==> src/bsed_pkg.sv <==
// ----------------------------------------------------------------------------
// bsed_pkg: shared types and constants of the backslash escape decoder
// Phase codes, character codes and the result bundle passed front to back.
// ----------------------------------------------------------------------------
package bsed_pkg;

   localparam int MaxResults = 3;

   // decoder phases
   localparam logic [2:0] PH_PLAIN = 3'd0;
   localparam logic [2:0] PH_ESC   = 3'd1;
   localparam logic [2:0] PH_OCT   = 3'd2;
   localparam logic [2:0] PH_HEX   = 3'd3;
   localparam logic [2:0] PH_HALT  = 3'd4;

   // characters
   localparam logic [7:0] CH_BACKSLASH = 8'h5C;
   localparam logic [7:0] CH_ZERO      = 8'h30;
   localparam logic [7:0] CH_SEVEN     = 8'h37;
   localparam logic [7:0] CH_A_LOWER   = 8'h61;
   localparam logic [7:0] CH_B_LOWER   = 8'h62;
   localparam logic [7:0] CH_C_LOWER   = 8'h63;
   localparam logic [7:0] CH_E_LOWER   = 8'h65;
   localparam logic [7:0] CH_F_LOWER   = 8'h66;
   localparam logic [7:0] CH_N_LOWER   = 8'h6E;
   localparam logic [7:0] CH_R_LOWER   = 8'h72;
   localparam logic [7:0] CH_T_LOWER   = 8'h74;
   localparam logic [7:0] CH_V_LOWER   = 8'h76;
   localparam logic [7:0] CH_X_LOWER   = 8'h78;

   // control codes produced by escapes
   localparam logic [7:0] CC_BEL = 8'h07;
   localparam logic [7:0] CC_BS  = 8'h08;
   localparam logic [7:0] CC_HT  = 8'h09;
   localparam logic [7:0] CC_LF  = 8'h0A;
   localparam logic [7:0] CC_VT  = 8'h0B;
   localparam logic [7:0] CC_FF  = 8'h0C;
   localparam logic [7:0] CC_CR  = 8'h0D;
   localparam logic [7:0] CC_ESC = 8'h1B;

   // all results caused by one input item
   typedef struct packed {
      logic [MaxResults-1:0][7:0] data;
      logic [1:0]                 count;     // 0 to 3 results
      logic                       byte_valid; // 0 only for an empty end marker
      logic                       last;
   } bsed_bundle_type;

   // returns {is_hex, value}
   function automatic logic [4:0] hex_decode(input logic [7:0] c);
      logic [4:0] r;
      r = '0;
      if (c >= 8'h30 && c <= 8'h39) begin
         r = {1'b1, c[3:0]};
      end else if (c >= 8'h61 && c <= 8'h66) begin
         r = {1'b1, 4'(c - 8'h57)};
      end else if (c >= 8'h41 && c <= 8'h46) begin
         r = {1'b1, 4'(c - 8'h37)};
      end
      return r;
   endfunction

endpackage

==> src/bsed_front.sv <==
// ----------------------------------------------------------------------------
// bsed_front: input side of the escape decoder
// Accepts bytes, runs the escape state machine and pushes one result bundle
// per item into the queue.
// ----------------------------------------------------------------------------
module bsed_front (
   input  logic                     clock,
   input  logic                     reset,
   input  logic                     csr_we,
   input  logic                     csr_wdata,
   input  logic                     req_tvalid,
   output logic                     req_tready,
   input  logic [7:0]               req_tdata,
   input  logic                     req_tlast,
   input  logic                     q_full,
   output logic                     q_push,
   output bsed_pkg::bsed_bundle_type q_wr_data
);
   import bsed_pkg::*;

   logic       enabled_ff;
   logic [2:0] phase_ff, phase_in;
   logic [8:0] acc_ff, acc_in;
   logic [1:0] cnt_ff, cnt_in;

   bsed_bundle_type bnd;
   logic [1:0]      n;
   logic            do_plain;
   logic [4:0]      hx;
   logic [7:0]      c;
   logic            is_oct;

   assign req_tready = !q_full;
   assign q_push     = req_tvalid && !q_full;
   assign q_wr_data  = bnd;
   assign c          = req_tdata;
   assign hx         = hex_decode(req_tdata);
   assign is_oct     = (c >= CH_ZERO) && (c <= CH_SEVEN);

   always_comb begin
      phase_in = phase_ff;
      acc_in   = acc_ff;
      cnt_in   = cnt_ff;
      bnd      = '0;
      bnd.byte_valid = 1'b1;
      bnd.last = req_tlast;
      n        = 2'd0;
      do_plain = 1'b0;

      if (!enabled_ff) begin
         phase_in = PH_PLAIN;
         acc_in   = '0;
         cnt_in   = '0;
         bnd.data[n] = c;
         n = n + 2'd1;
      end else begin
         unique case (phase_ff)
            PH_ESC: begin
               phase_in = PH_PLAIN;
               unique case (c)
                  CH_A_LOWER: begin bnd.data[n] = CC_BEL; n = n + 2'd1; end
                  CH_B_LOWER: begin bnd.data[n] = CC_BS;  n = n + 2'd1; end
                  CH_E_LOWER: begin bnd.data[n] = CC_ESC; n = n + 2'd1; end
                  CH_F_LOWER: begin bnd.data[n] = CC_FF;  n = n + 2'd1; end
                  CH_N_LOWER: begin bnd.data[n] = CC_LF;  n = n + 2'd1; end
                  CH_R_LOWER: begin bnd.data[n] = CC_CR;  n = n + 2'd1; end
                  CH_T_LOWER: begin bnd.data[n] = CC_HT;  n = n + 2'd1; end
                  CH_V_LOWER: begin bnd.data[n] = CC_VT;  n = n + 2'd1; end
                  CH_BACKSLASH: begin
                     bnd.data[n] = CH_BACKSLASH;
                     n = n + 2'd1;
                  end
                  CH_C_LOWER: phase_in = PH_HALT;
                  CH_ZERO: begin
                     phase_in = PH_OCT;
                     acc_in   = '0;
                     cnt_in   = '0;
                  end
                  CH_X_LOWER: begin
                     phase_in = PH_HEX;
                     acc_in   = '0;
                     cnt_in   = '0;
                  end
                  default: begin
                     // unknown escape keeps its backslash
                     bnd.data[n] = CH_BACKSLASH;
                     n = n + 2'd1;
                     bnd.data[n] = c;
                     n = n + 2'd1;
                  end
               endcase
            end
            PH_OCT: begin
               if (is_oct) begin
                  acc_in = {acc_ff[5:0], c[2:0]};
                  cnt_in = cnt_ff + 2'd1;
                  if (cnt_in == 2'd3) begin
                     bnd.data[n] = acc_in[7:0];
                     n = n + 2'd1;
                     phase_in = PH_PLAIN;
                  end
               end else begin
                  bnd.data[n] = acc_ff[7:0];
                  n = n + 2'd1;
                  do_plain = 1'b1;
               end
            end
            PH_HEX: begin
               if (cnt_ff == 2'd0) begin
                  if (hx[4]) begin
                     acc_in = {5'd0, hx[3:0]};
                     cnt_in = 2'd1;
                  end else begin
                     bnd.data[n] = CH_BACKSLASH;
                     n = n + 2'd1;
                     bnd.data[n] = CH_X_LOWER;
                     n = n + 2'd1;
                     do_plain = 1'b1;
                  end
               end else if (hx[4]) begin
                  bnd.data[n] = {acc_ff[3:0], hx[3:0]};
                  n = n + 2'd1;
                  phase_in = PH_PLAIN;
               end else begin
                  bnd.data[n] = acc_ff[7:0];
                  n = n + 2'd1;
                  do_plain = 1'b1;
               end
            end
            PH_HALT: ;
            default: do_plain = 1'b1;
         endcase
      end

      if (do_plain) begin
         phase_in = PH_PLAIN;
         if (c == CH_BACKSLASH && !req_tlast) begin
            phase_in = PH_ESC;
         end else begin
            bnd.data[n] = c;
            n = n + 2'd1;
         end
      end

      // end of string flushes a pending digit escape
      if (req_tlast) begin
         if (phase_in == PH_OCT) begin
            bnd.data[n] = acc_in[7:0];
            n = n + 2'd1;
         end else if (phase_in == PH_HEX) begin
            if (cnt_in == 2'd0) begin
               bnd.data[n] = CH_BACKSLASH;
               n = n + 2'd1;
               bnd.data[n] = CH_X_LOWER;
               n = n + 2'd1;
            end else begin
               bnd.data[n] = acc_in[7:0];
               n = n + 2'd1;
            end
         end
         if (n == 2'd0) begin
            bnd.byte_valid = 1'b0;
            n = 2'd1;
         end
         phase_in = PH_PLAIN;
         acc_in   = '0;
         cnt_in   = '0;
      end
      bnd.count = n;
   end

   always_ff @(posedge clock) begin
      if (reset) begin
         enabled_ff <= 1'b0;
         phase_ff   <= PH_PLAIN;
         acc_ff     <= '0;
         cnt_ff     <= '0;
      end else begin
         if (csr_we) begin
            enabled_ff <= csr_wdata;
         end
         if (q_push) begin
            phase_ff <= phase_in;
            acc_ff   <= acc_in;
            cnt_ff   <= cnt_in;
         end
      end
   end

   // a bundle with no results must not be queued (count 0 means nothing)
   // but items without output and without last simply push nothing visible
endmodule

==> src/bsed_queue.sv <==
// ----------------------------------------------------------------------------
// bsed_queue: two-entry bundle queue
// Decouples the escape state machine from the result serializer.
// ----------------------------------------------------------------------------
module bsed_queue (
   input  logic                     clock,
   input  logic                     reset,
   input  logic                     push,
   input  bsed_pkg::bsed_bundle_type wr_data,
   output logic                     full,
   input  logic                     pop,
   output bsed_pkg::bsed_bundle_type rd_data,
   output logic                     empty
);
   import bsed_pkg::*;

   bsed_bundle_type mem_ff [2];
   logic            wr_ptr_ff, rd_ptr_ff;
   logic [1:0]      cnt_ff, cnt_in;
   logic            do_push;

   // items that give no result need no slot
   assign do_push = push && (wr_data.count != 2'd0);
   assign full    = (cnt_ff == 2'd2);
   assign empty   = (cnt_ff == 2'd0);
   assign rd_data = mem_ff[rd_ptr_ff];

   always_comb begin
      cnt_in = cnt_ff;
      if (do_push && !pop) begin
         cnt_in = cnt_ff + 2'd1;
      end else if (!do_push && pop) begin
         cnt_in = cnt_ff - 2'd1;
      end
   end

   always_ff @(posedge clock) begin
      if (do_push) begin
         mem_ff[wr_ptr_ff] <= wr_data;
      end
   end

   always_ff @(posedge clock) begin
      if (reset) begin
         wr_ptr_ff <= 1'b0;
         rd_ptr_ff <= 1'b0;
         cnt_ff    <= '0;
      end else begin
         if (do_push) begin
            wr_ptr_ff <= !wr_ptr_ff;
         end
         if (pop) begin
            rd_ptr_ff <= !rd_ptr_ff;
         end
         cnt_ff <= cnt_in;
      end
   end

`ifndef SYNTHESIS
   a_no_overflow: assert property (@(posedge clock) disable iff (reset)
      push |-> !full)
      else $error("bundle pushed into full queue");
   a_no_underflow: assert property (@(posedge clock) disable iff (reset)
      pop |-> !empty)
      else $error("bundle popped from empty queue");
`endif
endmodule

==> src/bsed_back.sv <==
// ----------------------------------------------------------------------------
// bsed_back: result serializer
// Takes the head bundle and sends its results one per cycle, while rsp_tready
// does not stall the output, through a registered output stage.
// ----------------------------------------------------------------------------
module bsed_back (
   input  logic                     clock,
   input  logic                     reset,
   input  bsed_pkg::bsed_bundle_type head,
   input  logic                     q_empty,
   output logic                     q_pop,
   output logic                     rsp_tvalid,
   input  logic                     rsp_tready,
   output logic [7:0]               rsp_tdata,
   output logic                     rsp_tuser,
   output logic                     rsp_tlast
);
   import bsed_pkg::*;

   logic [1:0] idx_ff, idx_in;
   logic       valid_ff;
   logic [7:0] data_ff;
   logic       user_ff;
   logic       last_ff;
   logic       load;
   logic       final_one;

   assign load      = !q_empty && (!valid_ff || rsp_tready);
   assign final_one = (idx_ff == head.count - 2'd1);
   assign q_pop     = load && final_one;
   assign idx_in    = final_one ? 2'd0 : idx_ff + 2'd1;

   assign rsp_tvalid = valid_ff;
   assign rsp_tdata  = data_ff;
   assign rsp_tuser  = user_ff;
   assign rsp_tlast  = last_ff;

   always_ff @(posedge clock) begin
      if (load) begin
         data_ff <= head.data[idx_ff];
         user_ff <= head.byte_valid;
         last_ff <= head.last && final_one;
      end
   end

   always_ff @(posedge clock) begin
      if (reset) begin
         valid_ff <= 1'b0;
         idx_ff   <= '0;
      end else begin
         if (load) begin
            valid_ff <= 1'b1;
            idx_ff   <= idx_in;
         end else if (rsp_tready) begin
            valid_ff <= 1'b0;
         end
      end
   end

`ifndef SYNTHESIS
   a_marker_is_last: assert property (@(posedge clock) disable iff (reset)
      (rsp_tvalid && !rsp_tuser) |-> rsp_tlast)
      else $error("empty end marker without last");
   a_idx_idle: assert property (@(posedge clock) disable iff (reset)
      q_empty |-> (idx_ff == 2'd0))
      else $error("serializer index left mid-bundle");
`endif
endmodule

==> src/backslash_escape_decoder.sv <==
// ----------------------------------------------------------------------------
// backslash_escape_decoder: echo-style backslash escape decoder
// Decodes one string per run of bytes, expanding backslash escapes.
// ----------------------------------------------------------------------------
// Bytes enter on the req_ stream, one per item, req_tlast on the string's
// final byte. Decoded bytes leave on the rsp_ stream; rsp_tuser is 0 only
// on an empty end marker (a string that produced no bytes), and rsp_tlast
// marks the final result of the string. csr_we/csr_wdata set the escape
// enable; write it only while the block is idle.
// Path: an accepted item is written into a queue entry, and its results
// then pass through the output register. Throughput: one input item per
// cycle while each item yields at most one result and rsp_tready is high;
// an item yielding up to three results sends them one at a time through
// the single-result output register.
// A two-bundle queue sits between the escape state machine and the
// output serializer, so input is still taken while a result waits.
// When rsp_tready is low the output holds, the queue fills and req_tready
// drops once both entries are used.
// Reset clears the escape enable, the decoder phase and the queue.
// ----------------------------------------------------------------------------
module backslash_escape_decoder (
   input  logic       clock,
   input  logic       reset,
   input  logic       csr_we,
   input  logic       csr_wdata,    // escapes_enabled
   input  logic       req_tvalid,
   output logic       req_tready,
   input  logic [7:0] req_tdata,    // [7:0] in_byte
   input  logic       req_tlast,    // in_last
   output logic       rsp_tvalid,
   input  logic       rsp_tready,
   output logic [7:0] rsp_tdata,    // [7:0] out_byte
   output logic       rsp_tuser,    // [0] byte_valid
   output logic       rsp_tlast     // out_last
);
   import bsed_pkg::*;

   bsed_bundle_type wr_bundle;
   bsed_bundle_type head;
   logic            q_push;
   logic            q_full;
   logic            q_pop;
   logic            q_empty;

   bsed_front u_front (
      .clock      (clock),
      .reset      (reset),
      .csr_we     (csr_we),
      .csr_wdata  (csr_wdata),
      .req_tvalid (req_tvalid),
      .req_tready (req_tready),
      .req_tdata  (req_tdata),
      .req_tlast  (req_tlast),
      .q_full     (q_full),
      .q_push     (q_push),
      .q_wr_data  (wr_bundle)
   );

   bsed_queue u_queue (
      .clock   (clock),
      .reset   (reset),
      .push    (q_push),
      .wr_data (wr_bundle),
      .full    (q_full),
      .pop     (q_pop),
      .rd_data (head),
      .empty   (q_empty)
   );

   bsed_back u_back (
      .clock      (clock),
      .reset      (reset),
      .head       (head),
      .q_empty    (q_empty),
      .q_pop      (q_pop),
      .rsp_tvalid (rsp_tvalid),
      .rsp_tready (rsp_tready),
      .rsp_tdata  (rsp_tdata),
      .rsp_tuser  (rsp_tuser),
      .rsp_tlast  (rsp_tlast)
   );
endmodule
==> config.mk <==
export PLATFORM = sky130hd
export DESIGN_NAME = backslash_escape_decoder
export DESIGN_NICKNAME = d
export VERILOG_FILES = /design/src/bsed_pkg.sv /design/src/bsed_front.sv /design/src/bsed_queue.sv /design/src/bsed_back.sv /design/src/backslash_escape_decoder.sv
export SDC_FILE = /design/constraint.sdc
export NUM_CORES = 1
export LEC_CHECK = 0
export BUFFER_PORTS_ARGS = -buffer_cell sky130_fd_sc_hd__buf_2
export CAP_MARGIN = 20
export CELL_PAD_IN_SITES_DETAIL_PLACEMENT = 0
export CELL_PAD_IN_SITES_GLOBAL_PLACEMENT = 2
export CORE_MARGIN = 10
export CORE_UTILIZATION = 36
export CTS_CLUSTER_DIAMETER = 30
export DETAILED_ROUTE_END_ITERATION = 10
export PLACE_DENSITY = 0.83
export REMOVE_ABC_BUFFERS = 1
export SLEW_MARGIN = 20
export SYNTH_ARGS = -nofsm -noshare
export SYNTH_HDL_FRONTEND = slang
export SYNTH_SLANG_ARGS = --single-unit
export TNS_END_PERCENT = 50
==> constraint.sdc <==
create_clock -name clock -period 5 [get_ports clock]
set_input_delay 0.75 -clock clock [delete_from_list [all_inputs] [get_ports clock]]
set_output_delay 0.75 -clock clock [all_outputs]
set_load 0.1 [all_outputs]
==> flow_summary.yaml <==
pwr:
  power_leakage_nw: 2.14
  switchingPower_mw: 0.947
  p_seq_frac: 0.397
  vdd_ir_drop_max_uv: 257
  pwr-share-clk: 0.269
  swShare: 0.376
  p_int_mw: 1.57
  power_mw: 2.52
  power.density_nw_per_um2: 395
  combPwrFrac: 0.334
grt:
  grt-ovfl-total: 0
  grt_pass1_wl_mm: 26.7
  grt_use_met3: 0.0331
  top_usage_layer: "met2"
  grt_use_total: 0.155
  met1_usage: 0.200
  met2_usage: 0.257
  antenna_found_initial: 0
  grt_pass1_vias: 4646
  grt_max_degree: 29
clock_network:
  post_cts_buffers: 0
  tritoncts.num_buffers: 9
  h-tree-depth: 3
  cts_resized: 0
  cts_root_buffer: "clkbuf_16"
  cts.clk_slew.worst_paths_ps: 70
  clkLatencyLatePin_ps: 340
  cts_hold_buf: 0
  clock_sinks: 88
  cts_tree: "done"
  clk_path_buf_depth: 2
cells_and_area:
  final_common_cell: "edfxtp_1"
  area_growth_pct: 10.8
  layout.cells.non_filler: 822
  fin_area_um2: 6380
  mostFrequentLayoutCells: "66 x edfxtp_1, 60 x nand2_1, 55 x a21oi_1, 45 x nor2_1, 27 x o21ai_0"
  drive_gt1_frac: 0.162
  finish.utilization: 0.404
  nets: 632
  n_antenna_cell: 0
timing:
  setup_slack_ps: 636
  setup_violations: 0
  fin_crit_sh: 0.873
  fin_worst_skew_ps: 7.66
  hold_viol: 0
  max_freq_mhz: 229
  setup_tns_ps: 0
  report.final.slew_viol_count: 0
  tightest_slew_ps: 841
  holdWs_ps: 489
  min_period_ps: 4360
  relSlewSlack: 0.435
  grt_setup_unrepaired: "false"
floorplan:
  die_w_um: 146
  row_count: 46
  ios: 27
  initial_core_util: 0.365
  core_area_um2: 15800
  die-height_um: 146
  die_area_um2: 21400
worst_setup_path:
  worst-path-max-fanout: 8
  crit_buf_inv: 2
  crit_top_cell: "ha_1"
  path_delay_family: "compound AO/OA/AOI/OAI gates"
  slowest_stage: "a31oi_2"
  cp_slowest_stage_delay_ps: 400
  crit_arrival_ps: 4530
  startpoint_type: "input pin"
  cp.required_ps: 5160
  end_kind: "flip-flop"
  crit_type: "in2reg"
  crit_chain: "buf_2 -> buf_4 -> ha_1 -> and3b_1 -> o31ai_2 -> nand4_2 -> a211oi_1 -> and2_1 -> ha_1 -> o2111a_1 -> a31oi_2 -> ha_1 -> nand3_1 -> or2_1 -> o21ai_0"
place:
  dpl_worst_slack_ps: 264
  dp_hpwl_mm: 12.7
  gp_congestion: 0.909
  postPlaceCellArea_um2: 6070
  dp_cells: 806
  port_buffers: 26
synthesis:
  synth.distinct_cells: 90
  synthCells: 590
  netlist_area_um2: 5750
  synth_edf_count: 66
  ys_seq_elements: 88
  synth-async-reset-ratio: 0
  synth.area.top_cells: "edfxtp_1 34%, dfxtp_1 7.7%, a21oi_1 4.8%"
  yosys_warnings: 0
  syn_area_per_cell_um2: 9.75
  synth_top_cell_by_area: "edfxtp_1"
  seq_area_frac_synth: 0.421
  netlist.area_leader.share: 0.344
  synthFlopType: "edfxtp_1"
run:
  maxCapViolCount: 0
detailed_routing:
  first_pass_iters: 5
  initialDrtViolationCount: 465
  wl_mm: 16.8
  ant_nets: 0
  vias_per_cell: 5.73
  route.vias.total: 4709
  wl_per_cell_um: 20.4
  route.detailed.drc: 0
outcome:
  status: "completed"
min_path:
  hold_path.class: "reg2reg"
## power by group through the flow
stage	sequential [mW]	clock, mW	combinational (mW)
2_1_floorplan	1.32	0	0.358
3_3_place_gp	1.01	0	0.842
3_5_place_dp	1.02	0	0.852
4_1_cts	1.00	0.692	0.854
5_1_grt	1.01	0.725	0.910
6_report	0.999	0.677	0.842
## area by class of cell
class | count | area [um^2]
clock buffer | 9 | 225
clock inverter | 7 | 77.6
fill | 1593 | 9390
inverter | 23 | 86.3
multi-input combinational | 438 | 3050
sequential | 88 | 2420
tap | 216 | 270
timing repair buffer | 41 | 243
## synth_stat cells (10+ instances only)
cell type / count
edfxtp_1: 66
nand2_1: 60
a21oi_1: 55
nor2_1: 45
o21ai_0: 27
clkbuf_1: 25
dfxtp_1: 22
nand3_1: 22
inv_1: 21
mux2i_1: 18
ha_1: 16
a22oi_1: 14
nand2b_1: 11
nor3_1: 11
o22ai_1: 10
## logic make-up after synthesis
| logic type | after synthesis | share of synthesized area |
|---|---|---|
| AO/OA/AOI/OAI | 177 | 0.223 |
| adder cells (fa/ha/maj) | 16 | 0.0348 |
| XOR/XNOR | 8 | 0.0122 |
| flip-flops | 88 | 0.421 |
| buffers and inverters | 64 | 0.0491 |
| multiplexers | 32 | 0.0744 |
| AND/OR/NAND/NOR | 205 | 0.186 |
## tightest hold or removal path, cell delays in order (launching register included)
cell and delay, ps:
dfxtp_1 310, nand2b_1 80, a21oi_1 60
## path summary, 6_finish.rpt
kind | start | endpoint | slack, ps | depth (start not counted)
setup / recovery | req_tdata[1] | u_queue.mem_ff[1][12] | 640 | 15
setup reg to reg | u_front.phase_ff[1] | u_queue.mem_ff[1][12] | 980 | 12
hold / removal | u_back.rsp_tvalid | u_back.rsp_tvalid | 490 | 2
hold reg to reg | u_back.rsp_tvalid | u_back.rsp_tvalid | 490 | 2
## metal layers
metal  routed length (um)  vias up
met5                    0        -
met1                 7620     2294
li1                     -     2250
met3                  759       26
met4                  348        0
met2                 8030      139
## sequential cells by signal (all words and copies together), names as in the netlist, 2 cells and up, named ones only
| register | count |
|---|---|
| u_queue.mem_ff | 56 |
| u_back.rsp_tdata | 8 |
| u_front.acc_ff | 8 |
| u_front.phase_ff | 3 |
| u_front.cnt_ff | 2 |
| u_back.idx_ff | 2 |
| u_queue.cnt_ff | 2 |
No activity file was read; power rests on OpenSTA's default activity.
